<file path="src/rtl/wfd_pkg.sv">
`timescale 1ns / 1ps

package wfd_pkg;

   localparam int LimbW    = 64;
   localparam int Limbs    = 4;
   localparam int IndexW   = 2;
   localparam int TargetW  = LimbW * Limbs;
   localparam int DataW    = 72;
   localparam int StepW    = 8;
   localparam logic [IndexW-1:0] LastIndex = IndexW'(Limbs - 1);

   typedef logic [LimbW-1:0]   limb_type;
   typedef logic [TargetW-1:0] target_type;

   // one complete target handed from the front to the queue
   typedef struct packed {
      logic       valid;
      target_type target;
   } push_type;

   // queue status seen by the producer and the consumer
   typedef struct packed {
      logic       full;
      logic       empty;
      target_type head;
   } queue_stat_type;

endpackage

</file>
<file path="src/rtl/wfd_front.sv">
`timescale 1ns / 1ps

module wfd_front (
   input  logic                  clock,
   input  logic                  reset,
   input  logic                  req_tvalid,
   output logic                  req_tready,
   input  logic [wfd_pkg::DataW-1:0] req_tdata,
   input  logic                  queue_full,
   output wfd_pkg::push_type     push
);

   wfd_pkg::limb_type limb_ff [wfd_pkg::Limbs-1];
   logic [wfd_pkg::IndexW-1:0] index;
   wfd_pkg::limb_type          value;
   logic                       accept;

   assign index      = req_tdata[wfd_pkg::IndexW-1:0];
   assign value      = req_tdata[wfd_pkg::IndexW +: wfd_pkg::LimbW];
   assign req_tready = !queue_full;
   assign accept     = req_tvalid && req_tready;

   // lower limbs are kept; the top limb goes straight into the queue
   always_ff @(posedge clock) begin
      if (reset) begin
         for (int i = 0; i < wfd_pkg::Limbs - 1; i++) begin
            limb_ff[i] <= '0;
         end
      end else if (accept && index != wfd_pkg::LastIndex) begin
         limb_ff[index] <= value;
      end
   end

   always_comb begin
      push.valid  = accept && (index == wfd_pkg::LastIndex);
      push.target = {value, limb_ff[2], limb_ff[1], limb_ff[0]};
   end

endmodule

</file>
<file path="src/rtl/wfd_queue.sv">
`timescale 1ns / 1ps

module wfd_queue (
   input  logic                       clock,
   input  logic                       reset,
   input  wfd_pkg::push_type          push,
   input  logic                       pop,
   output wfd_pkg::queue_stat_type    stat
);

   wfd_pkg::target_type entry_ff [2];
   logic       wr_ptr_ff, wr_ptr_in;
   logic       rd_ptr_ff, rd_ptr_in;
   logic [1:0] count_ff, count_in;
   logic       do_push, do_pop;

   assign do_push = push.valid && (count_ff != 2'd2);
   assign do_pop  = pop && (count_ff != 2'd0);

   always_comb begin
      wr_ptr_in = do_push ? !wr_ptr_ff : wr_ptr_ff;
      rd_ptr_in = do_pop ? !rd_ptr_ff : rd_ptr_ff;
      count_in  = count_ff + 2'(do_push) - 2'(do_pop);
   end

   always_ff @(posedge clock) begin
      if (do_push) begin
         entry_ff[wr_ptr_ff] <= push.target;
      end
   end

   always_ff @(posedge clock) begin
      if (reset) begin
         wr_ptr_ff <= 1'b0;
         rd_ptr_ff <= 1'b0;
         count_ff  <= 2'd0;
      end else begin
         wr_ptr_ff <= wr_ptr_in;
         rd_ptr_ff <= rd_ptr_in;
         count_ff  <= count_in;
      end
   end

   always_comb begin
      stat.full  = (count_ff == 2'd2);
      stat.empty = (count_ff == 2'd0);
      stat.head  = entry_ff[rd_ptr_ff];
   end

endmodule

</file>
<file path="src/rtl/wfd_back.sv">
`timescale 1ns / 1ps

module wfd_back (
   input  logic                        clock,
   input  logic                        reset,
   input  wfd_pkg::queue_stat_type     stat,
   output logic                        pop,
   output logic                        rsp_tvalid,
   input  logic                        rsp_tready,
   output logic [wfd_pkg::DataW-1:0]   rsp_tdata,
   output logic                        rsp_tlast
);

   localparam logic [1:0] StIdle = 2'd0;
   localparam logic [1:0] StDiv  = 2'd1;
   localparam logic [1:0] StInc  = 2'd2;
   localparam logic [1:0] StEmit = 2'd3;

   logic [1:0] state_ff, state_in;
   logic [wfd_pkg::StepW-1:0]  step_ff, step_in;
   logic [wfd_pkg::IndexW-1:0] emit_ff, emit_in;
   wfd_pkg::target_type rem_ff, rem_in;
   wfd_pkg::target_type dq_ff, dq_in;
   wfd_pkg::target_type div_ff, div_in;
   wfd_pkg::target_type work_ff, work_in;
   logic divz_ff, divz_in;

   logic out_valid_ff, out_valid_in;
   logic [wfd_pkg::IndexW-1:0] out_index_ff, out_index_in;
   wfd_pkg::limb_type          out_value_ff, out_value_in;
   logic out_last_ff, out_last_in;

   logic [wfd_pkg::TargetW:0]   shifted;
   logic [wfd_pkg::TargetW+1:0] diff;
   logic                        ge;
   logic                        out_free;

   // one restoring step: bring in the next dividend bit and try the subtract
   assign shifted  = {rem_ff, dq_ff[wfd_pkg::TargetW-1]};
   assign diff     = {1'b0, shifted} - {2'b00, div_ff};
   assign ge       = !diff[wfd_pkg::TargetW+1];
   assign out_free = !out_valid_ff || rsp_tready;
   assign pop      = (state_ff == StIdle) && !stat.empty;

   always_comb begin
      state_in     = state_ff;
      step_in      = step_ff;
      emit_in      = emit_ff;
      rem_in       = rem_ff;
      dq_in        = dq_ff;
      div_in       = div_ff;
      divz_in      = divz_ff;
      work_in      = work_ff;
      out_valid_in = out_valid_ff && !rsp_tready;
      out_index_in = out_index_ff;
      out_value_in = out_value_ff;
      out_last_in  = out_last_ff;
      unique case (state_ff)
         StIdle: begin
            if (!stat.empty) begin
               dq_in    = ~stat.head;
               div_in   = stat.head + wfd_pkg::TargetW'(1);
               divz_in  = &stat.head;
               rem_in   = '0;
               step_in  = '0;
               state_in = StDiv;
            end
         end
         StDiv: begin
            rem_in  = ge ? diff[wfd_pkg::TargetW-1:0] : shifted[wfd_pkg::TargetW-1:0];
            dq_in   = {dq_ff[wfd_pkg::TargetW-2:0], ge};
            step_in = step_ff + 1'b1;
            if (&step_ff) begin
               state_in = StInc;
            end
         end
         StInc: begin
            // zero divisor gives a zero quotient
            work_in  = (divz_ff ? '0 : dq_ff) + wfd_pkg::TargetW'(1);
            emit_in  = '0;
            state_in = StEmit;
         end
         StEmit: begin
            if (out_free) begin
               out_valid_in = 1'b1;
               out_index_in = emit_ff;
               out_value_in = work_ff[emit_ff * wfd_pkg::LimbW +: wfd_pkg::LimbW];
               out_last_in  = (emit_ff == wfd_pkg::LastIndex);
               emit_in      = emit_ff + 1'b1;
               if (emit_ff == wfd_pkg::LastIndex) begin
                  state_in = StIdle;
               end
            end
         end
         default: state_in = StIdle;
      endcase
   end

   always_ff @(posedge clock) begin
      if (reset) begin
         state_ff     <= StIdle;
         step_ff      <= '0;
         emit_ff      <= '0;
         out_valid_ff <= 1'b0;
      end else begin
         state_ff     <= state_in;
         step_ff      <= step_in;
         emit_ff      <= emit_in;
         out_valid_ff <= out_valid_in;
      end
   end

   always_ff @(posedge clock) begin
      rem_ff       <= rem_in;
      dq_ff        <= dq_in;
      div_ff       <= div_in;
      divz_ff      <= divz_in;
      work_ff      <= work_in;
      out_index_ff <= out_index_in;
      out_value_ff <= out_value_in;
      out_last_ff  <= out_last_in;
   end

   assign rsp_tvalid = out_valid_ff;
   assign rsp_tlast  = out_last_ff;
   assign rsp_tdata  = {{(wfd_pkg::DataW - wfd_pkg::IndexW - wfd_pkg::LimbW){1'b0}},
                        out_value_ff, out_index_ff};

endmodule

</file>
<file path="src/rtl/work_from_target_divider.sv">
`timescale 1ns / 1ps
// channel  direction  transaction
// req_     in         target limb: index and 64-bit value
// rsp_     out        work limb: index, 64-bit value, tlast on limb 3
//
// limbs 0..2 are stored as they are accepted; limb 3 queues the target
// the divider takes a target through a load, 256 steps of one
// quotient bit each and an increment, then emits the four work limbs
// rsp stalls hold the emit
// a two-entry queue lets limbs keep arriving while the divider runs
// reset is synchronous and clears stored limbs and all control state

module work_from_target_divider (
   input  logic                       clock,
   input  logic                       reset,
   input  logic                       req_tvalid,
   output logic                       req_tready,
   input  logic [wfd_pkg::DataW-1:0]  req_tdata,   // limb_index, limb_value
   output logic                       rsp_tvalid,
   input  logic                       rsp_tready,
   output logic [wfd_pkg::DataW-1:0]  rsp_tdata,   // work_limb_index, work_limb_value
   output logic                       rsp_tlast
);

   wfd_pkg::push_type       push;
   wfd_pkg::queue_stat_type stat;
   logic                    pop;

   wfd_front u_front (
      .clock      (clock),
      .reset      (reset),
      .req_tvalid (req_tvalid),
      .req_tready (req_tready),
      .req_tdata  (req_tdata),
      .queue_full (stat.full),
      .push       (push)
   );

   wfd_queue u_queue (
      .clock (clock),
      .reset (reset),
      .push  (push),
      .pop   (pop),
      .stat  (stat)
   );

   wfd_back u_back (
      .clock      (clock),
      .reset      (reset),
      .stat       (stat),
      .pop        (pop),
      .rsp_tvalid (rsp_tvalid),
      .rsp_tready (rsp_tready),
      .rsp_tdata  (rsp_tdata),
      .rsp_tlast  (rsp_tlast)
   );

endmodule

</file>
<file path="config.mk">
export PLATFORM = sky130hd
export DESIGN_NAME = work_from_target_divider
export DESIGN_NICKNAME = d
export VERILOG_FILES = /design/src/rtl/wfd_pkg.sv /design/src/rtl/wfd_front.sv /design/src/rtl/wfd_queue.sv /design/src/rtl/wfd_back.sv /design/src/rtl/work_from_target_divider.sv
export SDC_FILE = /design/constraint.sdc
export NUM_CORES = 2
export LEC_CHECK = 0
export BUFFER_PORTS_ARGS = -buffer_cell sky130_fd_sc_hd__buf_2
export CAP_MARGIN = 20
export CORE_MARGIN = 1.5
export CORE_UTILIZATION = 50
export DETAILED_ROUTE_END_ITERATION = 16
export PLACE_DENSITY = 0.71
export SYNTH_ARGS = -nofsm -noshare
export SYNTH_HDL_FRONTEND = slang
export SYNTH_SLANG_ARGS = --single-unit
</file>
<file path="constraint.sdc">
create_clock -name clock -period 43.8 [get_ports clock]
set_clock_uncertainty 0.15 [all_clocks]
set_input_delay 8.76 -clock clock [delete_from_list [all_inputs] [get_ports clock]]
set_output_delay 8.76 -clock clock [all_outputs]
set_load 0.005 [all_outputs]
</file>
# ---- After elaboration in Yosys (flattened, before gate mapping)
# Memories as Yosys holds them, arrays and structs flattened. A register that Yosys moved wholly into a read port is not among the register bits.
# Index checks and enable logic that the tools add are counted.
dict set report word_totals {
  regBits 1109
  latch_bits 0
  ram_bits 704
  rom_bits 0
  in_bits 76
  wordCells 96
  memories 2
}
# name words word_bits rd rd_clocked_by_memory_dff write_ports line
set memory_table {}
lappend memory_table {u_queue.entry_ff 2 256 1 1 1 wfd_queue.sv:11} ;# wfd_pkg::target_type entry_ff [2];
lappend memory_table {u_front.limb_ff 3 64 3 0 3 wfd_front.sv:13} ;# wfd_pkg::limb_type limb_ff [wfd_pkg::Limbs-1];
dict set report op_classes {
  n_addsub 7
  multipliers 0
  div_mod_pow 0
  order_cmp 0
  eq_ne 12
  shift 1
  mux 29
  bitwise_logic 2
  n_reduce_logical 28
}
# cell count
set ops {}
lappend ops {{2-to-1 mux 256 bit} 4}
lappend ops {{case mux 256 bit (2 select lines)} 2}
lappend ops {{adder 256 x 1 -> 256 bit (second input constant)} 2}
lappend ops {{subtractor 257 x 256 -> 258 bit} 1}
lappend ops {{NOT 256 bit} 1}
lappend ops {{AND reduction 256 bit} 1}
lappend ops {{variable part select 256 x 9 -> 64 bit} 1}
lappend ops {{2-to-1 mux 64 bit} 1}
lappend ops {{OR reduction 64 bit} 1}
lappend ops {{case mux 8 bit (2 select lines)} 1}
lappend ops {{2-to-1 mux 1 bit} 12}
lappend ops {{2-to-1 mux 2 bit} 6}
lappend ops {{equality test 2 bit (second input constant)} 5}
lappend ops {{adder 8 x 1 -> 8 bit (second input constant)} 1}
lappend ops {{2-to-1 mux 8 bit} 1}
lappend ops {{case mux 2 bit (4 select lines)} 1}
lappend ops {{AND reduction 2 bit} 4}
lappend ops {{AND reduction 8 bit} 1}
lappend ops {{logical AND 1 bit} 7}
lappend ops {{logical NOT 1 bit} 7}
lappend ops {{!= test 2 x 1 -> 1 bit (second input constant)} 3}
lappend ops {{!= test 2 bit (second input constant)} 3}
lappend ops {{nonzero test 2 bit} 3}
lappend ops {{logical NOT 2 bit} 2}
lappend ops {{8 further kinds} 8}

# ---- Longest topological paths before layout
dict set report depth {
  word_depth 9
  depth_mapped 32
  depth_no_buf 17
}

# ---- Cells and area by module
# A second synthesis with hierarchy kept.
dict set report unflattened {
  cells_unflattened 9431
  hier_area_um2 100106.0
}
# mod instances cells_per_inst area_per_inst_um2
set by_module_without_submodules {}
lappend by_module_without_submodules {wfd_back 1 8108 73598.1}
lappend by_module_without_submodules {wfd_queue 1 823 18795.5}
lappend by_module_without_submodules {wfd_front 1 500 7712.4}

# ---- Least setup slack after synthesis
# OpenSTA, ideal clock, no wires.
dict set report synth_timing {
  path_kind {input -> register}
  from {input req_tdata[0] in the netlist's numbering}
  to {memory u_queue.entry_ff[0][0] in the netlist's numbering (enable)}
  setup_ns 0.879
  arrival_ns 19.536
  required_time_ns 42.771
  slack_ns 23.235
  stages 2
  path_cell_list {nand4_1 -> nor2_1}
}
dict set report synth_via {
  elab_chain_len 5
}
# item line
set synth_lines {}
lappend synth_lines {{start: declaration} work_from_target_divider.sv:18} ;# input logic [wfd_pkg::DataW-1:0] req_tdata,
lappend synth_lines {{equality test 2 bit} wfd_front.sv:35} ;# push.valid = accept && (index == wfd_pkg::LastIndex);
lappend synth_lines {{logical AND 1 bit} wfd_front.sv:35}
lappend synth_lines {{logical AND 1 bit} wfd_queue.sv:17} ;# assign do_push = push.valid && (count_ff != 2'd2);
lappend synth_lines {{2-to-1 mux 1 bit} wfd_queue.sv:27} ;# if (do_push) begin
lappend synth_lines {{2-to-1 mux 1 bit (implied by the code)} wfd_queue.sv:28} ;# entry_ff[wr_ptr_ff] <= push.target;
lappend synth_lines {{end: declaration} wfd_queue.sv:11}
# No other way between the ends.

# ---- Worst setup path in the final report
dict set report layout_timing {
  from {input req_tdata[0] in the netlist's numbering}
  to {memory u_queue.entry_ff[1][178] in the netlist's numbering (enable)}
}
dict set report layout_via {
  elab_chain_len 5
}
# item line
set layout_lines {}
lappend layout_lines {{equality test 2 bit} wfd_front.sv:35}
lappend layout_lines {{logical AND 1 bit} wfd_front.sv:35}
lappend layout_lines {{logical AND 1 bit} wfd_queue.sv:17}
lappend layout_lines {{net u_queue.do_push} wfd_queue.sv:15} ;# logic do_push, do_pop;
lappend layout_lines {{2-to-1 mux 1 bit} wfd_queue.sv:27}
lappend layout_lines {{2-to-1 mux 1 bit (implied by the code)} wfd_queue.sv:28}
# The timed path passes the listed nets, and every way through them passes these cells.

==> summary.txt <==
Outcome
  • Status: finished clean

Final layout
  • Commonest non-fill, non-tap cell in the layout: edfxtp_1
  • Nets: 10153
  • Design Area, Final: 113000 sq um
  • Area growth from synthesis to layout: 9.85%
  • Layout cells sized above 1: 9.53%
  • Most frequent cells in the layout: edfxtp_1 (1796), nand2_1 (1294), a21oi_1 (828)

Synth
  • EDFF count, synth: 1796
  • Post-synth top flop: edfxtp_1
  • Post-Syn Area: 103000 sq um
  • Sequential fraction of the synthesis area: 52.8%
  • Synth warn: 0
  • FFs w/ async S/R, synth: 0%
  • Synth cell types: 104
  • Yosys reg bits: 1814
  • Mean post-synth cell area: 10.5 sq um
  • Cell count after synthesis: 9767

Power and ir drop
  • Clock Power Share: 18.1%
  • NetSw: 0.00449 W
  • Int Power: 0.00509 W
  • Pwr Total: 0.00958 W
  • Worst vdd ir: 293 uV
  • P per Cell Area: 84.8 nW/um^2
  • Comb pwr share: 49.2%
  • Static Leakage: 38.8 nW
  • Flop pwr share: 32.6%
  • Sw frac: 46.9%

Routing
  • Iteration-0 DRC Markers: 12767
  • DR WL/cell: 33.9 um
  • Vias per cell: 6.53
  • Routed wire length: 430000 um
  • Via count: 83059
  • DRC Markers: 0
  • Routed Antenna Nets: 0
  • Drt first pass iters: 8

Clock tree
  • Post-CTS sizing: 0
  • Reg clk slew, reported paths: 0.06 ns
  • CTS tree: yes
  • Clock Latency Late Sink: 0.89 ns
  • Clk buf depth: 3
  • Root Buffer: clkbuf_16
  • Num CTS Buffers: 197
  • Hold-fix buffers, CTS: 0
  • Clock Sinks: 1814
  • H-tree depth: 4
  • Postcts setup bufs: 0

Setup path
  • Arrival @ worst endpoint: 12.14 ns
  • CP Data Required Time: 44.14 ns
  • CP Class: primary input to register
  • Worst R2R Start: u_back.dq_ff[255]$_DFFE_PP_
  • Worst setup path startpoint: req_tdata[0]
  • Startpoint Class: primary input
  • CP Capture Type: register
  • Critical-path cell list: buf_2 -> nand4_1 -> inv_1 -> and2_4 -> buf_4 -> buf_4
  • Worst path top cell family by delay: buffers and inverters
  • Cell mode on critical path: buf_4
  • Max stage delay on crit path: 0.89 ns
  • Slowest-stage cell, CP: buf_4
  • CP max FO: 72
  • Critical path buffer and inverter count: 4

Floorplanning
  • Initial core utilization: 50.3%
  • Die Width: 456 um
  • # IOs: 151
  • Core area: 205000 sq um
  • Die footprint: 208000 sq um
  • Die height: 456 um
  • Cell row count: 166

Timing
  • Unrepaired setup endpoints after global routing: no
  • Fin. Hold Viols: 0
  • Slew margin rel.: 8.01%
  • Worst-margin pin slew: 1.37 ns
  • Highest clock rate: 84.7 MHz
  • Crit path time final: 11.80 ns
  • Tcrit/Tclk final: 26.9%
  • Fin. max-slew vios: 0
  • Setup violators final: 0
  • Setup tns final: 0 ns

Flow run
  • Number of max-cap violations: 0

Placed design
  • Buffers on Ports: 138
  • Placed cell area: 106000 sq um
  • GP Congestion: 1.04
  • Hpwl dp: 339000 um

Hold path
  • HP Start: u_front.limb_ff[1][4]$_SDFFCE_PN0P_
  • Hold Crit Class: register to register

GRT
  • Vias in the first global route: 76121
  • First-pass GRT wire length: 588000 um
  • Initial antenna violation count: 87
  • Largest net degree at the start of global routing: 157
  • GR Util All Layers: 40.3%
  • Total global routing overflow: 0
## synthesized netlist by cell type (all sizes together), types with 208 or more instances
cell type,count,area (sq um)
a21oi,828,4140
and2,244,1530
clkbuf,315,1180
edfxtp,1796,53900
ha,267,3340
inv,402,1510
nand2,1295,4860
nand3,303,1540
nand4,278,1750
nor2,698,2630
nor2b,217,1360
nor3,208,1080
o21ai,440,2200
xnor2,492,4310
xor2,264,2310
## kinds of logic (layout without fill, tap and decap cells)
kind of cell	after synthesis	in the layout	share of synthesized area (%)
AND/OR/NAND/NOR	3812	3812	18.3
AO/OA/AOI/OAI	1948	1948	11.6
flip-flops	1814	1814	52.8
buffers and inverters	826	1028	3.32
XOR/XNOR	756	756	6.44
multiplexers	342	342	4.32
adder cells (fa/ha/maj)	268	268	3.27
other	1	56	0.00365
## sequential cells by signal (all words and copies together) (netlist names), 8 cells and up, named ones only
| register | count |
|---|---|
| u_queue.entry_ff | 512 |
| u_back.div_ff | 256 |
| u_back.dq_ff | 256 |
| u_back.rem_ff | 256 |
| u_back.work_ff | 256 |
| u_front.limb_ff | 192 |
| u_back.out_value_ff | 64 |
| u_back.step_ff | 8 |
## path summary, 6_finish.rpt
check	depth (start not counted)	to	slack (ns)
setup / recovery	6	u_queue.entry_ff[1][178]$_DFFE_PP_	32.00
hold / removal	0	u_queue.entry_ff[0][68]$_DFFE_PP_	0.29
setup reg to reg	20	u_back.rem_ff[25]$_SDFFCE_PN0P_	34.82
hold reg to reg	0	u_queue.entry_ff[0][68]$_DFFE_PP_	0.29
## per-stage QoR
stage / utilization (%) / cells / hold WS (ns) / setup slack [ns]
CTS: 55.1 / 12658 / 0.293 / 32.05
global route: 55.2 / 12679 / 0.297 / 31.83
finish: 55.2 / 12712 / 0.286 / 32.00
floorplan: - / 9772 / 0.271 / 23.24
global placement: 51.8 / 12291 / 0.272 / 31.21
detailed placement: 51.9 / 12294 / 0.280 / 31.15
## per-layer routing
| metal | vias up | global-route usage, % | wire length (um) |
|---|---|---|---|
| met5 | - | 0 | 160 |
| met4 | 18 | 20.5 | 24200 |
| met3 | 790 | 12.4 | 54400 |
| met2 | 5217 | 56.3 | 177000 |
| met1 | 41092 | 56.2 | 175000 |
| li1 | 35942 | - | - |
## worst register-to-register path: cells and delay by family (launching register included)
kind                       cells  cell delay (ns)
AOI/OAI and AO/OA             10             3.76
buffers and inverters          5             2.49
and+or+nand+nor                3             0.82
muxes                          1             0.59
DFF                            1             0.50
adders and majority gates      1             0.35
## cell type report
cell class,instances,area [sq um]
clock inverters,135,1530
flip-flops and latches,1814,54300
fillers,17891,91600
multi-input cells,7132,45200
well taps,2688,3360
clock buffers,229,5130
inverters,402,1530
repair buffers,262,1710
diodes,50,125
## power groups by stage
stage / clock network [W] / logic (W) / registers, W
global route: 0.00181 / 0.00502 / 0.00315
detailed placement: 0 / 0.00455 / 0.00313
finish: 0.00174 / 0.00472 / 0.00313
floorplan: 0 / 0.00304 / 0.00318
CTS: 0.00174 / 0.00458 / 0.00310
global placement: 0 / 0.00452 / 0.00312
Power figures use the tool's default switching activity.
